**src/rtl/mfs_pkg.sv**
```systemverilog
// ----------------------------------------------------------------------------
// mfs_pkg
// Shared types and constants of the motor fault supervisor: register
// indexes, reset values, configuration and supervisor state records.
// ----------------------------------------------------------------------------
package mfs_pkg;

    localparam int CfgIdxW  = 4;
    localparam int CfgDataW = 16;

    typedef enum logic [CfgIdxW-1:0] {
        REG_SPIN_SPEED_THRESHOLD = 4'd0,
        REG_SPIN_ANGLE_LIMIT     = 4'd1,
        REG_SPIN_TICK_LIMIT      = 4'd2,
        REG_TILT_LIMIT           = 4'd3,
        REG_LAND_ANGLE_WINDOW    = 4'd4,
        REG_LAND_INTERVAL        = 4'd5,
        REG_LAND_DELTA_LIMIT     = 4'd6,
        REG_LAND_STABLE_NEEDED   = 4'd7
    } cfg_idx_t;

    localparam logic [14:0] RST_SPIN_SPEED_THRESHOLD = 15'd30;
    localparam logic [14:0] RST_SPIN_ANGLE_LIMIT     = 15'd3000;
    localparam logic [15:0] RST_SPIN_TICK_LIMIT      = 16'd50;
    localparam logic [14:0] RST_TILT_LIMIT           = 15'd3000;
    localparam logic [14:0] RST_LAND_ANGLE_WINDOW    = 15'd500;
    localparam logic [15:0] RST_LAND_INTERVAL        = 16'd50;
    localparam logic [14:0] RST_LAND_DELTA_LIMIT     = 15'd80;
    localparam logic [7:0]  RST_LAND_STABLE_NEEDED   = 8'd4;

    typedef struct packed {
        logic [14:0] spin_speed_threshold;
        logic [14:0] spin_angle_limit;
        logic [15:0] spin_tick_limit;
        logic [14:0] tilt_limit;
        logic [14:0] land_angle_window;
        logic [15:0] land_interval;
        logic [14:0] land_delta_limit;
        logic [7:0]  land_stable_needed;
    } cfg_t;

    typedef struct packed {
        logic [15:0]        spin_ticks;
        logic               spin_flag;
        logic [15:0]        land_ticks;
        logic [7:0]         still_samples;
        logic signed [15:0] last_sample_angle;
    } sup_state_t;

    typedef struct packed {
        logic spin_fault;
        logic tilt_fault;
        logic clear_position;
    } flags_t;

endpackage

```
**src/rtl/mfs_channels.sv**
```systemverilog
// ----------------------------------------------------------------------------
// mfs channels
// Valid/ready channels of the supervisor: sample in, result out, config.
// ----------------------------------------------------------------------------
interface mfs_sample_if;
    logic               valid;
    logic               ready;
    logic signed [15:0] left_speed;
    logic signed [15:0] right_speed;
    logic signed [15:0] body_angle;
    logic               speed_cmd_zero;

    modport source (output valid, left_speed, right_speed, body_angle, speed_cmd_zero,
                    input ready);
    modport sink   (input valid, left_speed, right_speed, body_angle, speed_cmd_zero,
                    output ready);
endinterface

interface mfs_result_if;
    logic valid;
    logic ready;
    logic spin_fault;
    logic tilt_fault;
    logic clear_position;

    modport source (output valid, spin_fault, tilt_fault, clear_position, input ready);
    modport sink   (input valid, spin_fault, tilt_fault, clear_position, output ready);
endinterface

interface mfs_cfg_if;
    logic                          valid;
    logic                          ready;
    logic [mfs_pkg::CfgIdxW-1:0]   index;
    logic [mfs_pkg::CfgDataW-1:0]  data;

    modport source (output valid, index, data, input ready);
    modport sink   (input valid, index, data, output ready);
endinterface

```
**src/rtl/mfs_cfg_regs.sv**
```systemverilog
// ----------------------------------------------------------------------------
// mfs_cfg_regs
// Configuration register file; unknown indexes are ignored.
// ----------------------------------------------------------------------------
module mfs_cfg_regs (
    input  logic                          clk,
    input  logic                          rst_n,
    input  logic                          wr_en,
    input  logic [mfs_pkg::CfgIdxW-1:0]   wr_index,
    input  logic [mfs_pkg::CfgDataW-1:0]  wr_data,
    output mfs_pkg::cfg_t                 cfg
);

    mfs_pkg::cfg_t cfg_reg;

    // Write the addressed register
    always_ff @(posedge clk or negedge rst_n)
    begin
        if (!rst_n)
        begin
            cfg_reg.spin_speed_threshold <= mfs_pkg::RST_SPIN_SPEED_THRESHOLD;
            cfg_reg.spin_angle_limit     <= mfs_pkg::RST_SPIN_ANGLE_LIMIT;
            cfg_reg.spin_tick_limit      <= mfs_pkg::RST_SPIN_TICK_LIMIT;
            cfg_reg.tilt_limit           <= mfs_pkg::RST_TILT_LIMIT;
            cfg_reg.land_angle_window    <= mfs_pkg::RST_LAND_ANGLE_WINDOW;
            cfg_reg.land_interval        <= mfs_pkg::RST_LAND_INTERVAL;
            cfg_reg.land_delta_limit     <= mfs_pkg::RST_LAND_DELTA_LIMIT;
            cfg_reg.land_stable_needed   <= mfs_pkg::RST_LAND_STABLE_NEEDED;
        end
        else if (wr_en)
        begin
            unique case (wr_index)
                mfs_pkg::REG_SPIN_SPEED_THRESHOLD: cfg_reg.spin_speed_threshold <= wr_data[14:0];
                mfs_pkg::REG_SPIN_ANGLE_LIMIT:     cfg_reg.spin_angle_limit     <= wr_data[14:0];
                mfs_pkg::REG_SPIN_TICK_LIMIT:      cfg_reg.spin_tick_limit      <= wr_data;
                mfs_pkg::REG_TILT_LIMIT:           cfg_reg.tilt_limit           <= wr_data[14:0];
                mfs_pkg::REG_LAND_ANGLE_WINDOW:    cfg_reg.land_angle_window    <= wr_data[14:0];
                mfs_pkg::REG_LAND_INTERVAL:        cfg_reg.land_interval        <= wr_data;
                mfs_pkg::REG_LAND_DELTA_LIMIT:     cfg_reg.land_delta_limit     <= wr_data[14:0];
                mfs_pkg::REG_LAND_STABLE_NEEDED:   cfg_reg.land_stable_needed   <= wr_data[7:0];
                default: ;
            endcase
        end
    end

    assign cfg = cfg_reg;

endmodule

```
**src/rtl/mfs_step_logic.sv**
```systemverilog
// ----------------------------------------------------------------------------
// mfs_step_logic
// One control tick: spin detection, landing detection and tilt check.
// ----------------------------------------------------------------------------
module mfs_step_logic (
    input  mfs_pkg::cfg_t        cfg,
    input  mfs_pkg::sup_state_t  cur,
    input  logic signed [15:0]   left_speed,
    input  logic signed [15:0]   right_speed,
    input  logic signed [15:0]   body_angle,
    input  logic                 speed_cmd_zero,
    output mfs_pkg::sup_state_t  nxt,
    output mfs_pkg::flags_t      flags
);

    logic signed [17:0] left_s, right_s, angle_s, last_s, delta_s;
    logic signed [17:0] thr_s, alim_s, tlim_s, win_s, dlim_s;
    logic               upright, fwd, back, in_window, is_still;
    logic [15:0]        spin_inc, land_inc;
    logic [7:0]         still_inc;
    logic               spin_flag_mid;
    logic               clear;

    // Widen operands for signed compares
    assign left_s  = 18'(left_speed);
    assign right_s = 18'(right_speed);
    assign angle_s = 18'(body_angle);
    assign last_s  = 18'(cur.last_sample_angle);
    assign delta_s = angle_s - last_s;
    assign thr_s   = $signed({3'b000, cfg.spin_speed_threshold});
    assign alim_s  = $signed({3'b000, cfg.spin_angle_limit});
    assign tlim_s  = $signed({3'b000, cfg.tilt_limit});
    assign win_s   = $signed({3'b000, cfg.land_angle_window});
    assign dlim_s  = $signed({3'b000, cfg.land_delta_limit});

    assign upright   = (angle_s > -alim_s) && (angle_s < alim_s);
    assign fwd       = (left_s > thr_s) && (right_s > thr_s);
    assign back      = (left_s < -thr_s) && (right_s < -thr_s);
    assign in_window = (angle_s > -win_s) && (angle_s < win_s);
    assign is_still  = (delta_s < dlim_s) && (delta_s > -dlim_s);

    assign spin_inc  = cur.spin_ticks + 16'd1;
    assign land_inc  = cur.land_ticks + 16'd1;
    assign still_inc = cur.still_samples + 8'd1;

    // Advance spin counter, then landing sequence
    always_comb
    begin
        nxt           = cur;
        spin_flag_mid = cur.spin_flag;
        clear         = 1'b0;

        if (speed_cmd_zero && (fwd || back) && upright)
        begin
            if (spin_inc > cfg.spin_tick_limit)
            begin
                nxt.spin_ticks = '0;
                spin_flag_mid  = 1'b1;
            end
            else
            begin
                nxt.spin_ticks = spin_inc;
            end
        end
        else
        begin
            nxt.spin_ticks = '0;
        end
        nxt.spin_flag = spin_flag_mid;

        if (spin_flag_mid)
        begin
            if (in_window)
            begin
                if (land_inc >= cfg.land_interval)
                begin
                    nxt.land_ticks        = '0;
                    nxt.last_sample_angle = body_angle;
                    if (is_still)
                    begin
                        if (still_inc >= cfg.land_stable_needed)
                        begin
                            nxt.still_samples = '0;
                            nxt.spin_flag     = 1'b0;
                            clear             = 1'b1;
                        end
                        else
                        begin
                            nxt.still_samples = still_inc;
                        end
                    end
                    else
                    begin
                        nxt.still_samples = '0;
                    end
                end
                else
                begin
                    nxt.land_ticks = land_inc;
                end
            end
            else
            begin
                nxt.land_ticks    = '0;
                nxt.still_samples = '0;
            end
        end
    end

    assign flags.spin_fault     = nxt.spin_flag;
    assign flags.tilt_fault     = (angle_s > tlim_s) || (angle_s < -tlim_s);
    assign flags.clear_position = clear;

endmodule

```
**src/rtl/motor_fault_supervisor_unit.sv**
```systemverilog
// ----------------------------------------------------------------------------
// motor_fault_supervisor_unit
// Spin, landing and tilt supervisor for a two-wheeled balancing body.
// ----------------------------------------------------------------------------
// One sample word per control tick yields one result word. The block accepts
// a word every clock cycle unless the input register is full and the result
// register is stalled. A word accepted into the input register is written
// into the result register when it advances, with the single-pass tick logic
// and the state update between them; its result then stays valid until taken.
// The result register holds a word while the sink stalls, and the input
// register keeps taking a word as long as the result register can move.
// Configuration writes are taken in any cycle and must only be issued while
// no word is in flight.
// ----------------------------------------------------------------------------
module motor_fault_supervisor_unit (
    input  logic          clk,
    input  logic          rst_n,
    mfs_sample_if.sink    sample,
    mfs_result_if.source  result,
    mfs_cfg_if.sink       cfg
);

    mfs_pkg::cfg_t       cfg_regs;
    mfs_pkg::sup_state_t state_reg, state_next;
    mfs_pkg::flags_t     flags_next, flags_reg;

    logic               in_valid_reg;
    logic signed [15:0] left_reg, right_reg, angle_reg;
    logic               cmd_zero_reg;
    logic               out_valid_reg;
    logic               advance;

    assign cfg.ready = 1'b1;

    mfs_cfg_regs u_cfg (
        .clk      (clk),
        .rst_n    (rst_n),
        .wr_en    (cfg.valid),
        .wr_index (cfg.index),
        .wr_data  (cfg.data),
        .cfg      (cfg_regs)
    );

    mfs_step_logic u_step (
        .cfg            (cfg_regs),
        .cur            (state_reg),
        .left_speed     (left_reg),
        .right_speed    (right_reg),
        .body_angle     (angle_reg),
        .speed_cmd_zero (cmd_zero_reg),
        .nxt            (state_next),
        .flags          (flags_next)
    );

    // Move the input word on when the result register is free or drains
    assign advance      = !out_valid_reg || result.ready;
    assign sample.ready = !in_valid_reg || advance;

    // Input register
    always_ff @(posedge clk or negedge rst_n)
    begin
        if (!rst_n)
        begin
            in_valid_reg <= 1'b0;
        end
        else if (sample.ready)
        begin
            in_valid_reg <= sample.valid;
        end
    end

    always_ff @(posedge clk)
    begin
        if (sample.valid && sample.ready)
        begin
            left_reg     <= sample.left_speed;
            right_reg    <= sample.right_speed;
            angle_reg    <= sample.body_angle;
            cmd_zero_reg <= sample.speed_cmd_zero;
        end
    end

    // Commit state and result when the word advances
    always_ff @(posedge clk or negedge rst_n)
    begin
        if (!rst_n)
        begin
            out_valid_reg <= 1'b0;
            state_reg     <= '0;
        end
        else if (advance)
        begin
            out_valid_reg <= in_valid_reg;
            if (in_valid_reg)
            begin
                state_reg <= state_next;
            end
        end
    end

    always_ff @(posedge clk)
    begin
        if (advance && in_valid_reg)
        begin
            flags_reg <= flags_next;
        end
    end

    assign result.valid          = out_valid_reg;
    assign result.spin_fault     = flags_reg.spin_fault;
    assign result.tilt_fault     = flags_reg.tilt_fault;
    assign result.clear_position = flags_reg.clear_position;

endmodule

```
**src/flat_wrapper.sv**
```systemverilog
// flat-port wrapper written by rule: the top's interface ports become plain ports
module motor_fault_supervisor_unit_flat 
  (clk, rst_n, sample_valid, sample_left_speed, sample_right_speed, sample_body_angle, sample_speed_cmd_zero, sample_ready, result_valid, result_spin_fault, result_tilt_fault, result_clear_position, result_ready, cfg_valid, cfg_index, cfg_data, cfg_ready);
  mfs_sample_if sample_i ();
  mfs_result_if result_i ();
  mfs_cfg_if cfg_i ();
  input  logic clk;
  input  logic rst_n;
  input wire logic [$bits(sample_i.valid)-1:0] sample_valid;
  input wire logic [$bits(sample_i.left_speed)-1:0] sample_left_speed;
  input wire logic [$bits(sample_i.right_speed)-1:0] sample_right_speed;
  input wire logic [$bits(sample_i.body_angle)-1:0] sample_body_angle;
  input wire logic [$bits(sample_i.speed_cmd_zero)-1:0] sample_speed_cmd_zero;
  output wire logic [$bits(sample_i.ready)-1:0] sample_ready;
  output wire logic [$bits(result_i.valid)-1:0] result_valid;
  output wire logic [$bits(result_i.spin_fault)-1:0] result_spin_fault;
  output wire logic [$bits(result_i.tilt_fault)-1:0] result_tilt_fault;
  output wire logic [$bits(result_i.clear_position)-1:0] result_clear_position;
  input wire logic [$bits(result_i.ready)-1:0] result_ready;
  input wire logic [$bits(cfg_i.valid)-1:0] cfg_valid;
  input wire logic [$bits(cfg_i.index)-1:0] cfg_index;
  input wire logic [$bits(cfg_i.data)-1:0] cfg_data;
  output wire logic [$bits(cfg_i.ready)-1:0] cfg_ready;
  assign sample_i.valid = sample_valid;
  assign sample_i.left_speed = sample_left_speed;
  assign sample_i.right_speed = sample_right_speed;
  assign sample_i.body_angle = sample_body_angle;
  assign sample_i.speed_cmd_zero = sample_speed_cmd_zero;
  assign sample_ready = sample_i.ready;
  assign result_valid = result_i.valid;
  assign result_spin_fault = result_i.spin_fault;
  assign result_tilt_fault = result_i.tilt_fault;
  assign result_clear_position = result_i.clear_position;
  assign result_i.ready = result_ready;
  assign cfg_i.valid = cfg_valid;
  assign cfg_i.index = cfg_index;
  assign cfg_i.data = cfg_data;
  assign cfg_ready = cfg_i.ready;
  motor_fault_supervisor_unit u_core (.clk(clk), .rst_n(rst_n), .sample(sample_i), .result(result_i), .cfg(cfg_i));
endmodule
```
**config.mk**
```make
export PLATFORM = sky130hd
export DESIGN_NAME = motor_fault_supervisor_unit_flat
export DESIGN_NICKNAME = d
export VERILOG_FILES = /design/src/rtl/mfs_pkg.sv /design/src/rtl/mfs_channels.sv /design/src/rtl/mfs_cfg_regs.sv /design/src/rtl/mfs_step_logic.sv /design/src/rtl/motor_fault_supervisor_unit.sv /design/src/flat_wrapper.sv
export SDC_FILE = /design/constraint.sdc
export NUM_CORES = 1
export LEC_CHECK = 0
export ABC_AREA = 1
export BUFFER_PORTS_ARGS = -buffer_cell sky130_fd_sc_hd__buf_2
export CAP_MARGIN = 40
export CORE_MARGIN = 5
export CORE_UTILIZATION = 57
export CTS_CLUSTER_SIZE = 28
export DETAILED_ROUTE_END_ITERATION = 7
export GPL_ROUTABILITY_DRIVEN = 0
export PLACE_DENSITY = 0.78
export SLEW_MARGIN = 20
export SYNTH_ARGS = -nofsm -noshare
export SYNTH_HDL_FRONTEND = slang
export SYNTH_SLANG_ARGS = --single-unit
```
**constraint.sdc**
```tcl
create_clock -name clk -period 3.6 [get_ports clk]
set_input_delay 0.36 -clock clk [delete_from_list [all_inputs] [get_ports clk]]
set_output_delay 0.36 -clock clk [all_outputs]
set_load 0.01 [all_outputs]
```
== After elaboration in Yosys (flattened, before gate mapping) ==
Index checks and enable logic that the tools add are counted.
Storage, ports and cells
  register bits after elaboration: 226
  input port bits: 74
  output and inout bits: 6
  word-level logic and storage cells: 99
Cells by class
  add/subtract/negate cells: 9
  magnitude comparators: 15
  equality and inequality tests: 8
  muxes and demuxes: 16
  reduce and logical (&&, ||, !) cells: 29
Operators with widths (count)
  15-bit negation with 18-bit output: 5
  16-bit greater-than comparator: 4
  16-bit two-way mux: 4
  16-bit by 18-bit < comparator with 1-bit output: 3
  24-bit two-way mux: 2
  41-bit two-way mux: 1
  16-bit by 18-bit greater-than comparator with 1-bit output: 2
  16-bit by 1-bit adder with 16-bit output, second input constant: 2
  16-bit < comparator: 2
  18-bit greater-than comparator: 1
  18-bit by 16-bit < comparator with 1-bit output: 1
  2-bit AND reduction: 9
  16-bit by 16-bit subtractor with 17-bit output: 1
  4-bit by 3-bit equality test with 1-bit output, second input constant: 4
  16-bit >= comparator: 1
  8-bit two-way mux: 2
  1-bit logical AND: 9
  8-bit by 1-bit adder with 8-bit output, second input constant: 1
  4-bit by 2-bit equality test with 1-bit output, second input constant: 2
  8-bit >= comparator: 1
  4-bit AND reduction: 2
  1-bit two-way mux: 7
  5-bit AND reduction: 1
  4-bit by 1-bit equality test with 1-bit output, second input constant: 1
  5 further kinds: 9

== Longest topological paths before layout ==
Gate-level depths: netlist of the first run.
  depth after elaboration: 8
  mapped depth: 30
  gate-level depth less buffers: 29

== Cells and area by module ==
From an unflattened synthesis of the first run, not the netlist that was laid out.
Second synthesis, totals
  cell total of the unflattened synthesis: 2364
  area total of the unflattened synthesis: 18049.8 sq um
Modules (own cells, without submodules)
  mfs_step_logic: times used 1, cells an instance 1513, area an instance 9313.9 sq um, sequential area each 0.0 sq um
  mfs_cfg_regs: times used 1, cells an instance 539, area an instance 4808.4 sq um, sequential area each 2919.0 sq um
  motor_fault_supervisor_unit: times used 1, cells an instance 312, area an instance 3927.5 sq um, sequential area each 3037.9 sq um

== Least setup slack after synthesis of the first run ==
Ideal clock, no wire load.
  path kind: flip-flop to flip-flop
  from: register u_core.u_cfg.cfg_reg, in the netlist u_core.u_cfg.cfg[100]
  to: register u_core.state_reg[10] (netlist bit)
  library setup time: 119 ps
  arrival time: 3465 ps
  required time: 3481 ps
  slack: 16 ps
  cell stages (with the launch flop): 28
  path buffers: 1
  period minus slack after synthesis: 3584 ps
  path through: dfrtp_1 -> nor3_1 -> nand2_1 -> nor3_1 -> inv_1 -> nor4_1 -> nand3_1 -> nor3_1 -> ha_1 -> nand2_1 -> inv_1 -> nand2_1 -> nand2_1 -> a21oi_1 -> nand3_1 -> nand2_1 -> nand2_1 -> inv_1 -> nand2_2 -> nand2_4 -> nand3_4 -> nand2_4 -> nand3_4 -> inv_4 -> nand2_4 -> buf_6 -> nor2_2 -> a21oi_2
On the way
  cells in the longest elaborated chain, start to end: 8
  elaborated cells between the ends (all ways): 12
  classes of those cells: 1 x add/sub; 4 x order compare; 1 x mux; 6 x reduce/logical
RTL lines
  from (decl): line mfs_cfg_regs.sv:14  | mfs_pkg::cfg_t cfg_reg;
  15-bit negation with 18-bit output: line mfs_step_logic.sv:38  | assign back = (left_s < -thr_s) && (right_s < -thr_s);
  16-bit by 18-bit < comparator with 1-bit output: line mfs_step_logic.sv:38
  1-bit logical AND: line mfs_step_logic.sv:38
  1-bit logical OR *: line mfs_step_logic.sv:53  | if (speed_cmd_zero && (fwd || back) && upright)
  1-bit logical AND * (2 in series): line mfs_step_logic.sv:53
  1-bit two-way mux *: line mfs_step_logic.sv:53
  5-bit AND reduction (no line) *
  to (signal assigned): line motor_fault_supervisor_unit.sv:96  | state_reg <= state_next;
  to (decl): line motor_fault_supervisor_unit.sv:24  | mfs_pkg::sup_state_t state_reg, state_next;
Mark *: on every way between the ends. The rest lies on a longest branch, timed or not.
A chain may end at the register's enable or synchronous reset.

== Worst setup path in the final report of the first run ==
  from: register u_core.u_cfg.cfg_reg, in the netlist u_core.u_cfg.cfg[100]
  to: register u_core.state_reg[43] (netlist bit)
On the way
  cells in the longest elaborated chain, start to end: 7
  elaborated cells between the ends (all ways): 11
  classes of those cells: 1 x add/sub; 4 x order compare; 1 x mux; 5 x reduce/logical
RTL lines (line)
  15-bit negation with 18-bit output: mfs_step_logic.sv:38
  16-bit by 18-bit < comparator with 1-bit output: mfs_step_logic.sv:38
  1-bit logical AND: mfs_step_logic.sv:38
  1-bit logical OR *: mfs_step_logic.sv:53
  1-bit logical AND * (2 in series): mfs_step_logic.sv:53
  16-bit two-way mux *: mfs_step_logic.sv:53
Marks and branches as above.

==> metrics.log, run 1 <==
INFO  metric run_status = complete, but fails checks
INFO  metric violated_checks = negative setup slack
INFO  metric drive_above_1_share = 20.1%
INFO  metric globalRouteTotalUtil = 27.7%
INFO  metric wl_per_cell = 17.6 µm
INFO  metric netlist-cell-type-count = 59
INFO  metric portBuffers = slightly below 80
INFO  metric critical_path_peak_fanout = 7
INFO  metric final_setup_violation_count = 58
INFO  metric synthesis.nets = 2375
INFO  metric clk_transition_reported_paths = 0.07 ns
INFO  metric synth-async-reset-ratio = 77.0%
INFO  metric data_required_time_at_the_worst_endpoint = roughly 4.0 ns
INFO  metric hold_path_class = in2reg
INFO  metric floorplan.initialDensity = 57.9%
INFO  metric max_reg_flops = between 100 and 150
INFO  metric path_delay_family = simple AND/OR/NAND/NOR gates
INFO  metric die_area = 32800 µm²
INFO  metric hpwlAfterDp = 33000 µm
INFO  metric end_kind = flip-flop
INFO  metric setup_ws = -0.219 ns
INFO  metric final.hold.worst_slack = 0.0435 ns
INFO  metric placeableCoreArea = approximately 29000 µm²
INFO  metric clock-sinks = 226
INFO  metric slowest_stage = sky130_fd_sc_hd__dfrtp_1
INFO  metric worst_clock_skew = 0.0182 ns
INFO  metric net_switching_share_of_the_total_power = 41.3%
INFO  metric clock_power_share = 22.0%
INFO  metric grt-ovfl-total = 0
INFO  metric layout_worst_path_cycle_share = 106%
INFO  metric most-common-layout-cells = sky130_fd_sc_hd__nand2_1 (421), sky130_fd_sc_hd__inv_1 (312), sky130_fd_sc_hd__ha_1 (246)
INFO  metric numCtsBuffers = 25
INFO  metric die_y = around 180 µm
INFO  metric max_clock_freq = 262 MHz
INFO  metric timing.critical_path.arrival = about 4.3 ns
INFO  metric power_density = 586 nW/µm²
INFO  metric timing.max_slew.rel_slack = a little under half
INFO  metric period_needed = 3.82 ns
INFO  metric cts_root_buf = sky130_fd_sc_hd__clkbuf_16
INFO  metric grt_first_pass_wirelength = 75000 µm
INFO  metric synthesis.area = 16700 µm²
INFO  metric finalWirelength = 48100 µm
INFO  metric syn_avg_cell_area = around 8 µm²
INFO  metric combPwrFrac = 48.9%
INFO  metric horiz_die_dim = 181 µm
INFO  metric maximum_number_of_pins_on_one_net_before_global_route_repair = between 80 and 90
INFO  metric dr_vias = 15400
INFO  metric leakage_dissipation = ~0.011 µW
INFO  metric detail_route.first_pass.iterations = 6
INFO  metric final_hold_viol_count = 0
INFO  metric cp.buffers_inverters = 6
INFO  metric timing.setup.critical_path_class = reg2reg
INFO  metric syn-instance-count = 2049
INFO  metric hold_path_startpoint = result_ready
INFO  metric drt_iter0_drc = 1117
INFO  metric synth_enable_flop_cells = 52
INFO  metric vias_in_the_first_global_route = 15500
INFO  metric n_antenna_cell = 0
INFO  metric synth-seq-cells = 226
INFO  metric final_slew_violations = 0
INFO  metric crit_path_start_kind = flip-flop
INFO  metric cts_htree_levels = 1
INFO  metric route.antenna.remaining_nets = 0
INFO  metric total_power = 12200 µW
INFO  metric timing_worst_slew_pin_value = between 0.7 and 0.8 ns
INFO  metric antenna_found_initial = 1
INFO  metric seq_area_frac_synth = 35.7%
INFO  metric layout_commonest_cell = sky130_fd_sc_hd__nand2_1
INFO  metric vdd_ir_drop_max = slightly above 500 µV
INFO  metric grt_setup_unrepaired = true
INFO  metric power.switching = 5040 µW
INFO  metric cts_tree = built
INFO  metric synth.yosys.warnings = 0
INFO  metric slowest_delay = 0.40 ns
INFO  metric power.share.sequential = 29.1%
INFO  metric fp-row-count = 62
INFO  metric design.final.nets = between 2000 and 3000
INFO  metric r2r-start = u_core.u_cfg.cfg[100]
INFO  metric avgViaCountPerCell = ~5.6
INFO  metric clk-insertion-delay-late = 0.55 ns
INFO  metric synth_flop_cell = sky130_fd_sc_hd__dfrtp_1
INFO  metric cts.path.max_buffers = 3
INFO  metric cap_viol_max_count = 0
INFO  metric detail_route.drc_violations = 0
INFO  metric area_growth_syn_to_layout = 24.9%
INFO  metric setup.worst_path.start = u_core.u_cfg.cfg[100]
INFO  metric fillers = 2022
INFO  metric internal-power = roughly 7200 µW
INFO  metric pin_count = 80
-- synthesized netlist by cell type, types with 4 or more instances --
master                       n  share of area (%)
sky130_fd_sc_hd__o211ai_1    5               0.23
sky130_fd_sc_hd__nand4_1    30                1.1
sky130_fd_sc_hd__dfrtp_1   141                 21
sky130_fd_sc_hd__nor3_2      7               0.42
sky130_fd_sc_hd__nor2_2     16               0.60
sky130_fd_sc_hd__o21ai_0   167                5.0
sky130_fd_sc_hd__o31ai_1     4               0.18
sky130_fd_sc_hd__o21bai_1    8               0.36
sky130_fd_sc_hd__o21a_1      5               0.23
sky130_fd_sc_hd__nand2_4     4               0.27
sky130_fd_sc_hd__nor3_1     32               0.96
sky130_fd_sc_hd__xnor2_1     5               0.26
sky130_fd_sc_hd__edfxtp_1   52                9.4
sky130_fd_sc_hd__clkbuf_1   23               0.52
sky130_fd_sc_hd__inv_1     317                7.1
sky130_fd_sc_hd__nor2_1    125                2.8
sky130_fd_sc_hd__ha_1      251                 19
sky130_fd_sc_hd__a32o_1      4               0.24
sky130_fd_sc_hd__o21ai_1     5               0.15
sky130_fd_sc_hd__inv_2       4              0.090
sky130_fd_sc_hd__nand3_1    97                2.9
sky130_fd_sc_hd__nor4_1      5               0.19
sky130_fd_sc_hd__o22ai_1     6               0.23
sky130_fd_sc_hd__xor2_1     99                5.2
sky130_fd_sc_hd__nand2_1   434                9.8
sky130_fd_sc_hd__a21o_1      4               0.18
sky130_fd_sc_hd__a21oi_2    13               0.68
sky130_fd_sc_hd__dfstp_2    33                5.2
sky130_fd_sc_hd__a21oi_1   105                3.2
-- routing by layer --
layer	up-vias	GRT usage, %	part of all wire (%)
met5	-	0	0
met4	0	12.1	5.0
met3	183	3.34	6.0
met2	553	48.7	50
met1	7341	34.3	39
li1	7354	-	-
-- power groups by stage --
stage	Clock, µW	Combinational [µW]	Sequential, µW
6_report	2690	5970	3550
2_1_floorplan	0	3650	3480
4_1_cts	2710	5560	3520
3_5_place_dp	0	5300	3550
5_1_grt	2830	6690	3600
3_3_place_gp	0	5010	3530
-- timing repair --
action / CTS / global route
hold endpoints to repair: 96 / 0
gates resized for setup: 69 / 92
hold buffers: 50 / 0
setup endpoints to repair: 60 / 60
setup buffers: 6 / 18
pin swaps: 36 / 41
cloned: 3 / 0
-- worst paths after layout --
check                           cells past startpoint  slack, ns                   end
worst max-delay path                               27      -0.22  u_core.state_reg[43]
worst min-delay path                                2       0.04   u_core.result.valid
worst max register to register                     27      -0.22  u_core.state_reg[43]
worst min register to register                      2       0.49   u_core.u_cfg.cfg[7]
max in group asynchronous                           4       2.36  u_core.u_cfg.cfg[73]
min in group asynchronous                           2       0.22   u_core.state_reg[7]
-- cells by family after synthesis --
logic type / synth area share, %
AND/OR/NAND/NOR: 20.2
adder cells (fa/ha/maj): 19.0
other: 0.0225
buffers and inverters: 8.16
multiplexers: 0.0600
AO/OA/AOI/OAI: 11.4
XOR/XNOR: 5.46
flip-flops: 35.7
-- cell type report --
type / instances / area [µm²] / share of cell area [%]
inverter: 323 / 1220 / 5.88
clock buffer: 32 / 713 / 3.42
sequential: 226 / 5960 / 28.6
multi-input combinational: 1470 / 10000 / 48.0
clock inverter: 14 / 156 / 0.751
timing repair buffer: 287 / 2300 / 11.0
tap: 384 / 480 / 2.31
-- stage by stage --
step / setup TNS, ns / setup slack (ns) / area (µm²) / instances / utilization (%)
after global routing: -22.23 / -0.453 / 20800 / 2736 / 72.4
after detailed placement: -14.95 / -0.325 / 18500 / 2612 / 64.2
final: -8.90 / -0.219 / 20800 / 2736 / 72.4
after global placement: -7.81 / -0.214 / 18400 / 2607 / 63.9
after floorplan: 0 / 0.0160 / 16700 / 2049 / -
after CTS: -6.20 / -0.167 / 20300 / 2717 / 70.4
No activity file was read; power rests on OpenSTA's default activity.
==> inputs of run 2 (changes only) <==
Settings changed: CORE_MARGIN 5 to not set, CORE_UTILIZATION 57 to 30, GPL_TIMING_DRIVEN set to 0, PLACE_DENSITY 0.78 to not set.
==> metrics.log, run 2 (synthesis gave the netlist of run 1 again) <==
INFO  metric max_clock_freq = 260 MHz (-0.53%)
INFO  metric max_reg_flops = 115 (unchanged)
INFO  metric clock_power_share = 23.7% (+1.7 points)
INFO  metric run_status = complete, but fails checks
INFO  metric placeableCoreArea = 55000 µm² (+91%)
INFO  metric leakage_dissipation = 0.0105 µW (-1.2%)
INFO  metric data_required_time_at_the_worst_endpoint = 4.03 ns (about the same)
INFO  metric end_kind = flip-flop
INFO  metric clk-insertion-delay-late = 0.56 ns (about the same)
INFO  metric wl_per_cell = 15.5 µm (-12%)
INFO  metric total_power = 12600 µW (+3.5%)
INFO  metric internal-power = 7480 µW (+4.4%)
INFO  metric hold_path_startpoint = sample_body_angle[6]
INFO  metric numCtsBuffers = 26 (+4.0%)
INFO  metric portBuffers = 78 (unchanged)
INFO  metric vias_in_the_first_global_route = 14400 (-6.8%)
INFO  metric crit_path_start_kind = flip-flop
INFO  metric horiz_die_dim = 238 µm (+31%)
INFO  metric final.hold.worst_slack = 0.0260 ns (-0.0175 ns)
INFO  metric final_setup_violation_count = 42 (-28%)
INFO  metric design.final.nets = 2632 (-1.0%)
INFO  metric layout_commonest_cell = sky130_fd_sc_hd__nand2_1
INFO  metric period_needed = 3.84 ns (+0.0205 ns)
INFO  metric footprint_of_the_flip_flops_and_latches = 5960 µm² (about the same)
INFO  metric ff2ff_path_depth = 26 (-3.7%)
INFO  metric maximum_number_of_pins_on_one_net_before_global_route_repair = 97 (+20%)
INFO  metric hold_path_class = in2reg
INFO  metric worst_clock_skew = 0.0216 ns (+0.00340 ns)
INFO  metric grt-ovfl-total = 0 (unchanged)
INFO  metric power_density = 587 nW/µm² (about the same)
INFO  metric most-common-layout-cells = sky130_fd_sc_hd__nand2_1 (406), sky130_fd_sc_hd__inv_1 (306), sky130_fd_sc_hd__ha_1 (241)
INFO  metric area_growth_syn_to_layout = 29.1%
INFO  metric cts_htree_levels = 1 (unchanged)
INFO  metric antenna_found_initial = 0 (-1)
INFO  metric setup_tns = -7.23 ns (+1.66 ns)
INFO  metric vdd_ir_drop_max = 402 µV (-22%)
INFO  metric timing.setup.critical_path_class = reg2reg
INFO  metric rrSetupSlack = -0.24 ns (-0.02 ns)
INFO  metric hpwlAfterDp = 33600 µm (+1.5%)
INFO  metric r2r_end = u_core.state_reg[11]
INFO  metric cap_viol_max_count = 0 (unchanged)
INFO  metric fillers = 5428 (+170%)
INFO  metric setup_ws = -0.240 ns (-0.0205 ns)
INFO  metric violated_checks = negative setup slack
INFO  metric floorplan.initialDensity = 30.3% (-28 points)
INFO  metric route.antenna.remaining_nets = 0 (unchanged)
INFO  metric r2r-start = u_core.u_cfg.cfg[85]
INFO  metric power.switching = 5150 µW (+2.2%)
INFO  metric layout_worst_path_cycle_share = 107% (+0.57 points)
INFO  metric critical_path_peak_fanout = 7 (unchanged)
INFO  metric die_y = 238 µm (+31%)
INFO  metric timing.critical_path.arrival = 4.27 ns (about the same)
INFO  metric timing_worst_slew_pin_value = 0.823 ns (+0.0264 ns)
INFO  metric critical_path_capture_point = u_core.state_reg[11]
INFO  metric clk_transition_reported_paths = 0.07 ns (about the same)
INFO  metric clock-sinks = 226 (unchanged)
INFO  metric final_slew_violations = 0 (unchanged)
INFO  metric avgViaCountPerCell = 4.83 (-14%)
INFO  metric detail_route.drc_violations = 0 (unchanged)
INFO  metric globalRouteTotalUtil = 16.5% (-11 points)
INFO  metric die_area = 56500 µm² (+72%)
INFO  metric area_used_by_multi_input_combinational_logic = 10400 µm² (+4.5%)
INFO  metric setup.worst_path.start = u_core.u_cfg.cfg[85]
INFO  metric grt_setup_unrepaired = true
INFO  metric fp-row-count = 86 (+39%)
INFO  metric cts.path.max_buffers = 3 (unchanged)
INFO  metric finalWirelength = 47600 µm (-0.90%)
INFO  metric combPwrFrac = 47.5% (-1.4 points)
INFO  metric cts_root_buf = sky130_fd_sc_hd__clkbuf_16
INFO  metric grt_first_pass_wirelength = 74500 µm (-0.70%)
INFO  metric drive_above_1_share = 20.9% (+0.83 points)
INFO  metric cts_tree = built
INFO  metric dp_slack = -0.797 ns (-0.472 ns)
INFO  metric power.share.sequential = 28.7% (-0.4 points)
INFO  metric timing.max_slew.rel_slack = 45.1% (-1.6 points)
INFO  metric final_hold_viol_count = 0 (unchanged)
INFO  metric dr_vias = 14900 (-3.7%)
INFO  metric drt_iter0_drc = 885 (-21%)
INFO  metric net_switching_share_of_the_total_power = 40.8% (-0.52 points)
INFO  metric pin_count = 80 (unchanged)
INFO  metric detail_route.first_pass.iterations = 5 (-1)
[run 2: changes by cell type in the layout (fill, tap and decap cells not counted), sizes merged, moves of 3 or more]
cell | before | now
clkinv | 9 | 5
clkinvlp | 2 | 5
clkbuf | 32 | 59
bufinv | 2 | 5
buf | 236 | 183
dlygate4sd3 | 50 | 47
[run 2: worst min-delay path by stage]
stage	cells after the start	endpoint	slack, ns
floorplan	0	u_core.in_valid_reg	0.06
global placement	2	u_core.state_reg[15]	0.47
detailed placement	1	u_core.state_reg[21]	0.39
CTS	1	u_core.angle_reg[1]	0.006
global route	1	u_core.angle_reg[1]	0.02
finish	1	u_core.angle_reg[6]	0.03
[run 2: routing by layer]
metal	wire length [µm]	track usage, %	up-vias	share of wire, %
li1	-	-	7294	-
met1	20700	20.8	7132	43
met2	23600	29.4	354	50
met3	1860	1.58	80	3.9
met4	1440	5.69	0	3.0
met5	0	0	-	0
[run 2: power by group through the flow]
stage                     clock, µW  combinational [µW]  sequential [µW]
after global routing           3150                6800             3690
after global placement            0                4570             3610
after detailed placement          0                4790             3620
after CTS                      3050                5580             3590
after floorplan                   0                3650             3480
final                          3000                6010             3630
[run 2: critical path, stage by stage (launching register included)]
cell and delay, ns:
sky130_fd_sc_hd__dfrtp_1 0.41, sky130_fd_sc_hd__nor3_2 0.25, sky130_fd_sc_hd__nand2_1 0.11, sky130_fd_sc_hd__nor2_2 0.14, sky130_fd_sc_hd__nand3_2 0.13, sky130_fd_sc_hd__nor2_4 0.11
sky130_fd_sc_hd__nand3_2 0.07, sky130_fd_sc_hd__nor2_1 0.10, sky130_fd_sc_hd__nand2_1 0.11, sky130_fd_sc_hd__xor2_1 0.16, sky130_fd_sc_hd__ha_1 0.30, sky130_fd_sc_hd__nand2_1 0.06
sky130_fd_sc_hd__inv_2 0.07, sky130_fd_sc_hd__nand3_4 0.07, sky130_fd_sc_hd__nor2_4 0.11, sky130_fd_sc_hd__nand4_1 0.16, sky130_fd_sc_hd__nand4_1 0.15, sky130_fd_sc_hd__nand2_2 0.07
sky130_fd_sc_hd__nor2_4 0.19, sky130_fd_sc_hd__nand3_4 0.12, sky130_fd_sc_hd__nand2_4 0.09, sky130_fd_sc_hd__nand3_4 0.14, sky130_fd_sc_hd__inv_4 0.14, sky130_fd_sc_hd__nand2_8 0.11
sky130_fd_sc_hd__buf_12 0.17, sky130_fd_sc_hd__nor2_2 0.09, sky130_fd_sc_hd__a21oi_2 0.04
[run 2: what timing repair did]
action / in CTS / in global routing
resized for setup: 161 / 104
hold endpoints to repair: 107 / 0
setup endpoints to repair: 60 / 60
pin swaps: 71 / 75
buffers inserted: 55 / 40
hold buffers: 47 / 0
cloned: 3 / 4
[run 2: final cells by class]
type	instances	share of cell area, %
multi-input cells	1471	48.5
flip-flops and latches	226	27.7
repair buffers	227	8.28
inverters	323	5.71
well taps	748	4.35
clock buffers	32	3.46
clock inverters	16	1.05
plain buffers	30	0.924
repair inverters	1	0.0291
diodes	1	0.0116
[run 2: through the flow]
stage / cells / utilization, % / instance area [µm²]
floorplan: 2049 / - / 16700
global placement: 2875 / 32.7 / 18000
detailed placement: 2878 / 32.9 / 18100
CTS: 3031 / 37.6 / 20700
global route: 3074 / 39.2 / 21500
finish: 3075 / 39.2 / 21500
==> inputs of run 3 (changes only) <==
Settings changed: SKIP_CTS_REPAIR_TIMING set to 1.
==> metrics.log, run 3 (synthesis gave the netlist of run 1 again) <==
INFO  metric vias_in_the_first_global_route = 13700 (-4.9%)
INFO  metric data_required_time_at_the_worst_endpoint = 4.04 ns (about the same)
INFO  metric hold_path_startpoint = result_ready
INFO  metric drive_above_1_share = 17.2% (-3.8 points)
INFO  metric wl_per_cell = 15.1 µm (-2.8%)
INFO  metric timing.max_slew.rel_slack = 49.2% (+4.0 points)
INFO  metric clk-insertion-delay-late = 0.57 ns (about the same)
INFO  metric setup_ws = -0.368 ns (-0.128 ns)
INFO  metric timing.setup.critical_path_class = reg2reg
INFO  metric die_area = 56500 µm² (unchanged)
INFO  metric detail_route.drc_violations = 0 (unchanged)
INFO  metric grt_first_pass_wirelength = 69700 µm (-6.4%)
INFO  metric grt-ovfl-total = 0 (unchanged)
INFO  metric timing.critical_path.arrival = 4.41 ns (+0.14 ns)
INFO  metric leakage_dissipation = 0.0102 µW (-3.3%)
INFO  metric design.final.nets = 2584 (-1.8%)
INFO  metric setup_tns = -14.59 ns (-7.35 ns)
INFO  metric violated_checks = negative setup slack
INFO  metric crit_path_start_kind = flip-flop
INFO  metric max_reg_flops = 115 (unchanged)
INFO  metric setup.worst_path.start = u_core.u_cfg.cfg[85]
INFO  metric antenna_found_initial = 0 (unchanged)
INFO  metric die_y = 238 µm (unchanged)
INFO  metric floorplan.initialDensity = 30.3% (unchanged)
INFO  metric end_kind = flip-flop
INFO  metric power_density = 581 nW/µm² (-0.90%)
INFO  metric run_status = complete, but fails checks
INFO  metric cts_root_buf = sky130_fd_sc_hd__clkbuf_16
INFO  metric power.share.sequential = 30.2% (+1.5 points)
INFO  metric clock-sinks = 226 (unchanged)
INFO  metric dr_vias = 14400 (-2.9%)
INFO  metric hold_path_class = in2reg
INFO  metric net_switching_share_of_the_total_power = 40.5% (-0.28 points)
INFO  metric r2r-start = u_core.u_cfg.cfg[85]
INFO  metric hpwlAfterDp = 33600 µm (unchanged)
INFO  metric worst_clock_skew = 0.0251 ns (+0.00351 ns)
INFO  metric avgViaCountPerCell = 4.77 (-1.4%)
INFO  metric final_setup_violation_count = 59 (+40%)
INFO  metric detail_route.first_pass.iterations = 5 (unchanged)
INFO  metric final_hold_viol_count = 0 (unchanged)
INFO  metric portBuffers = 78 (unchanged)
INFO  metric internal-power = 7150 µW (-4.4%)
INFO  metric critical_path_peak_fanout = 7 (unchanged)
INFO  metric placeableCoreArea = 55000 µm² (unchanged)
INFO  metric vdd_ir_drop_max = 395 µV (-1.8%)
INFO  metric cts_htree_levels = 1 (unchanged)
INFO  metric pin_count = 80 (unchanged)
INFO  metric route.antenna.remaining_nets = 0 (unchanged)
INFO  metric max_clock_freq = 252 MHz (-3.2%)
INFO  metric fp-row-count = 86 (unchanged)
INFO  metric drt_iter0_drc = 795 (-10%)
INFO  metric combPwrFrac = 44.8% (-2.7 points)
INFO  metric period_needed = 3.97 ns (+0.128 ns)
INFO  metric cts.path.max_buffers = 3 (unchanged)
INFO  metric cap_viol_max_count = 0 (unchanged)
INFO  metric grt_setup_unrepaired = true
INFO  metric numPlacedInstances = 2878 (unchanged)
INFO  metric clock_power_share = 25.0% (+1.3 points)
INFO  metric finalWirelength = 45600 µm (-4.2%)
INFO  metric timing_worst_slew_pin_value = 0.762 ns (-0.0603 ns)
INFO  metric globalRouteTotalUtil = 15.5% (-1.1 points)
INFO  metric layout_worst_path_cycle_share = 110% (+3.6 points)
INFO  metric fillers = 5554 (+2.3%)
INFO  metric area_growth_syn_to_layout = 23.9%
INFO  metric final_slew_violations = 0 (unchanged)
INFO  metric cts_tree = built
INFO  metric clk_transition_reported_paths = 0.07 ns (about the same)
INFO  metric numCtsBuffers = 26 (unchanged)
INFO  metric most-common-layout-cells = sky130_fd_sc_hd__nand2_1 (415), sky130_fd_sc_hd__inv_1 (309), sky130_fd_sc_hd__ha_1 (247)
INFO  metric power.switching = 4860 µW (-5.5%)
INFO  metric layout_commonest_cell = sky130_fd_sc_hd__nand2_1
INFO  metric maximum_number_of_pins_on_one_net_before_global_route_repair = 97 (unchanged)
INFO  metric horiz_die_dim = 238 µm (unchanged)
INFO  metric final_cells = 3028 (-1.5%)
-- run 3: changes by cell type in the layout (fill, tap and decap cells not counted), sizes merged --
cell,previous run,this run
dlygate4sd3,47,44
diode,1,2
inv,325,323
nand3,103,102
buf,183,140
clkbuf,59,58
clkinvlp,5,7
-- run 3: per-stage QoR --
step | hold slack [ns] | total power, µW | utilization [%] | worst slack (ns) | cell area (µm²)
floorplan | 0.0644 | 7130 | - | 0.0160 | 16700
global placement | 0.467 | 8180 | 32.7 | -0.814 | 18000
detailed placement | 0.395 | 8410 | 32.9 | -0.797 | 18100
CTS | -0.207 | 11500 | 34.6 | -0.840 | 19000
global route | 0.00671 | 13000 | 37.6 | -0.599 | 20700
finish | 0.0142 | 12000 | 37.6 | -0.368 | 20700
-- run 3: per-layer routing --
layer	share of wire [%]	routed length [µm]	GRT usage, %	vias up
met5	0	0	0	-
met4	3.3	1510	6.49	0
met3	4.0	1810	1.65	82
li1	-	-	-	7205
met2	49	22200	26.6	267
met1	44	20100	19.7	6879
-- run 3: final cells by class --
class | count | area (µm²) | share of cell area (%)
Timing Repair Buffer | 180 | 1350 | 6.54
Clock inverter | 16 | 225 | 1.09
Tap cell | 748 | 936 | 4.53
Sequential cell | 226 | 5960 | 28.8
Multi-Input combinational cell | 1470 | 10000 | 48.5
Clock buffer | 32 | 746 | 3.61
Inverter | 323 | 1230 | 5.95
Antenna cell | 2 | 5.00 | 0.0242
Timing Repair inverter | 1 | 7.51 | 0.0363
Buffer | 30 | 179 | 0.866
-- run 3: worst paths after layout --
| check | slack (ns) | endpoint | cells after the start |
|---|---|---|---|
| max reg2reg | -0.37 | u_core.state_reg[3] | 27 |
| max in group asynchronous | 2.28 | u_core.state_reg[41] | 3 |
| min in group asynchronous | 0.39 | u_core.state_reg[22] | 2 |
| min reg2reg | 0.49 | u_core.u_cfg.cfg[1] | 2 |
| max | -0.37 | u_core.state_reg[3] | 27 |
| min | 0.01 | u_core.result.valid | 2 |
-- run 3: power by group through the flow --
| stage | logic [µW] | clock network (µW) | registers [µW] |
|---|---|---|---|
| floorplan | 3650 | 0 | 3480 |
| global placement | 4570 | 0 | 3610 |
| detailed placement | 4790 | 0 | 3620 |
| CTS | 4830 | 3050 | 3580 |
| global route | 6160 | 3160 | 3690 |
| finish | 5390 | 3000 | 3630 |
-- run 3: worst max-delay path, cell delays in order (launching register included) --
cell and delay (ns):
sky130_fd_sc_hd__dfrtp_1 0.43, sky130_fd_sc_hd__nor3_2 0.24, sky130_fd_sc_hd__nand2_1 0.11, sky130_fd_sc_hd__nor2_2 0.17, sky130_fd_sc_hd__nand3_2 0.14, sky130_fd_sc_hd__nor2_4 0.15, sky130_fd_sc_hd__nand3_2 0.08, sky130_fd_sc_hd__nor2_1 0.10
sky130_fd_sc_hd__nand2_1 0.11, sky130_fd_sc_hd__nor3_2 0.19, sky130_fd_sc_hd__ha_1 0.29, sky130_fd_sc_hd__nand2_1 0.09, sky130_fd_sc_hd__inv_2 0.05, sky130_fd_sc_hd__nand3_4 0.10, sky130_fd_sc_hd__inv_4 0.05, sky130_fd_sc_hd__a21oi_2 0.15
sky130_fd_sc_hd__nand3_1 0.08, sky130_fd_sc_hd__nand2_1 0.08, sky130_fd_sc_hd__nand2_2 0.06, sky130_fd_sc_hd__nor2_4 0.22, sky130_fd_sc_hd__nand3_4 0.12, sky130_fd_sc_hd__nand2_4 0.09, sky130_fd_sc_hd__nand3_4 0.17, sky130_fd_sc_hd__inv_6 0.15
sky130_fd_sc_hd__nand2_8 0.10, sky130_fd_sc_hd__clkbuf_16 0.19, sky130_fd_sc_hd__nor2_4 0.08, sky130_fd_sc_hd__a21oi_2 0.03
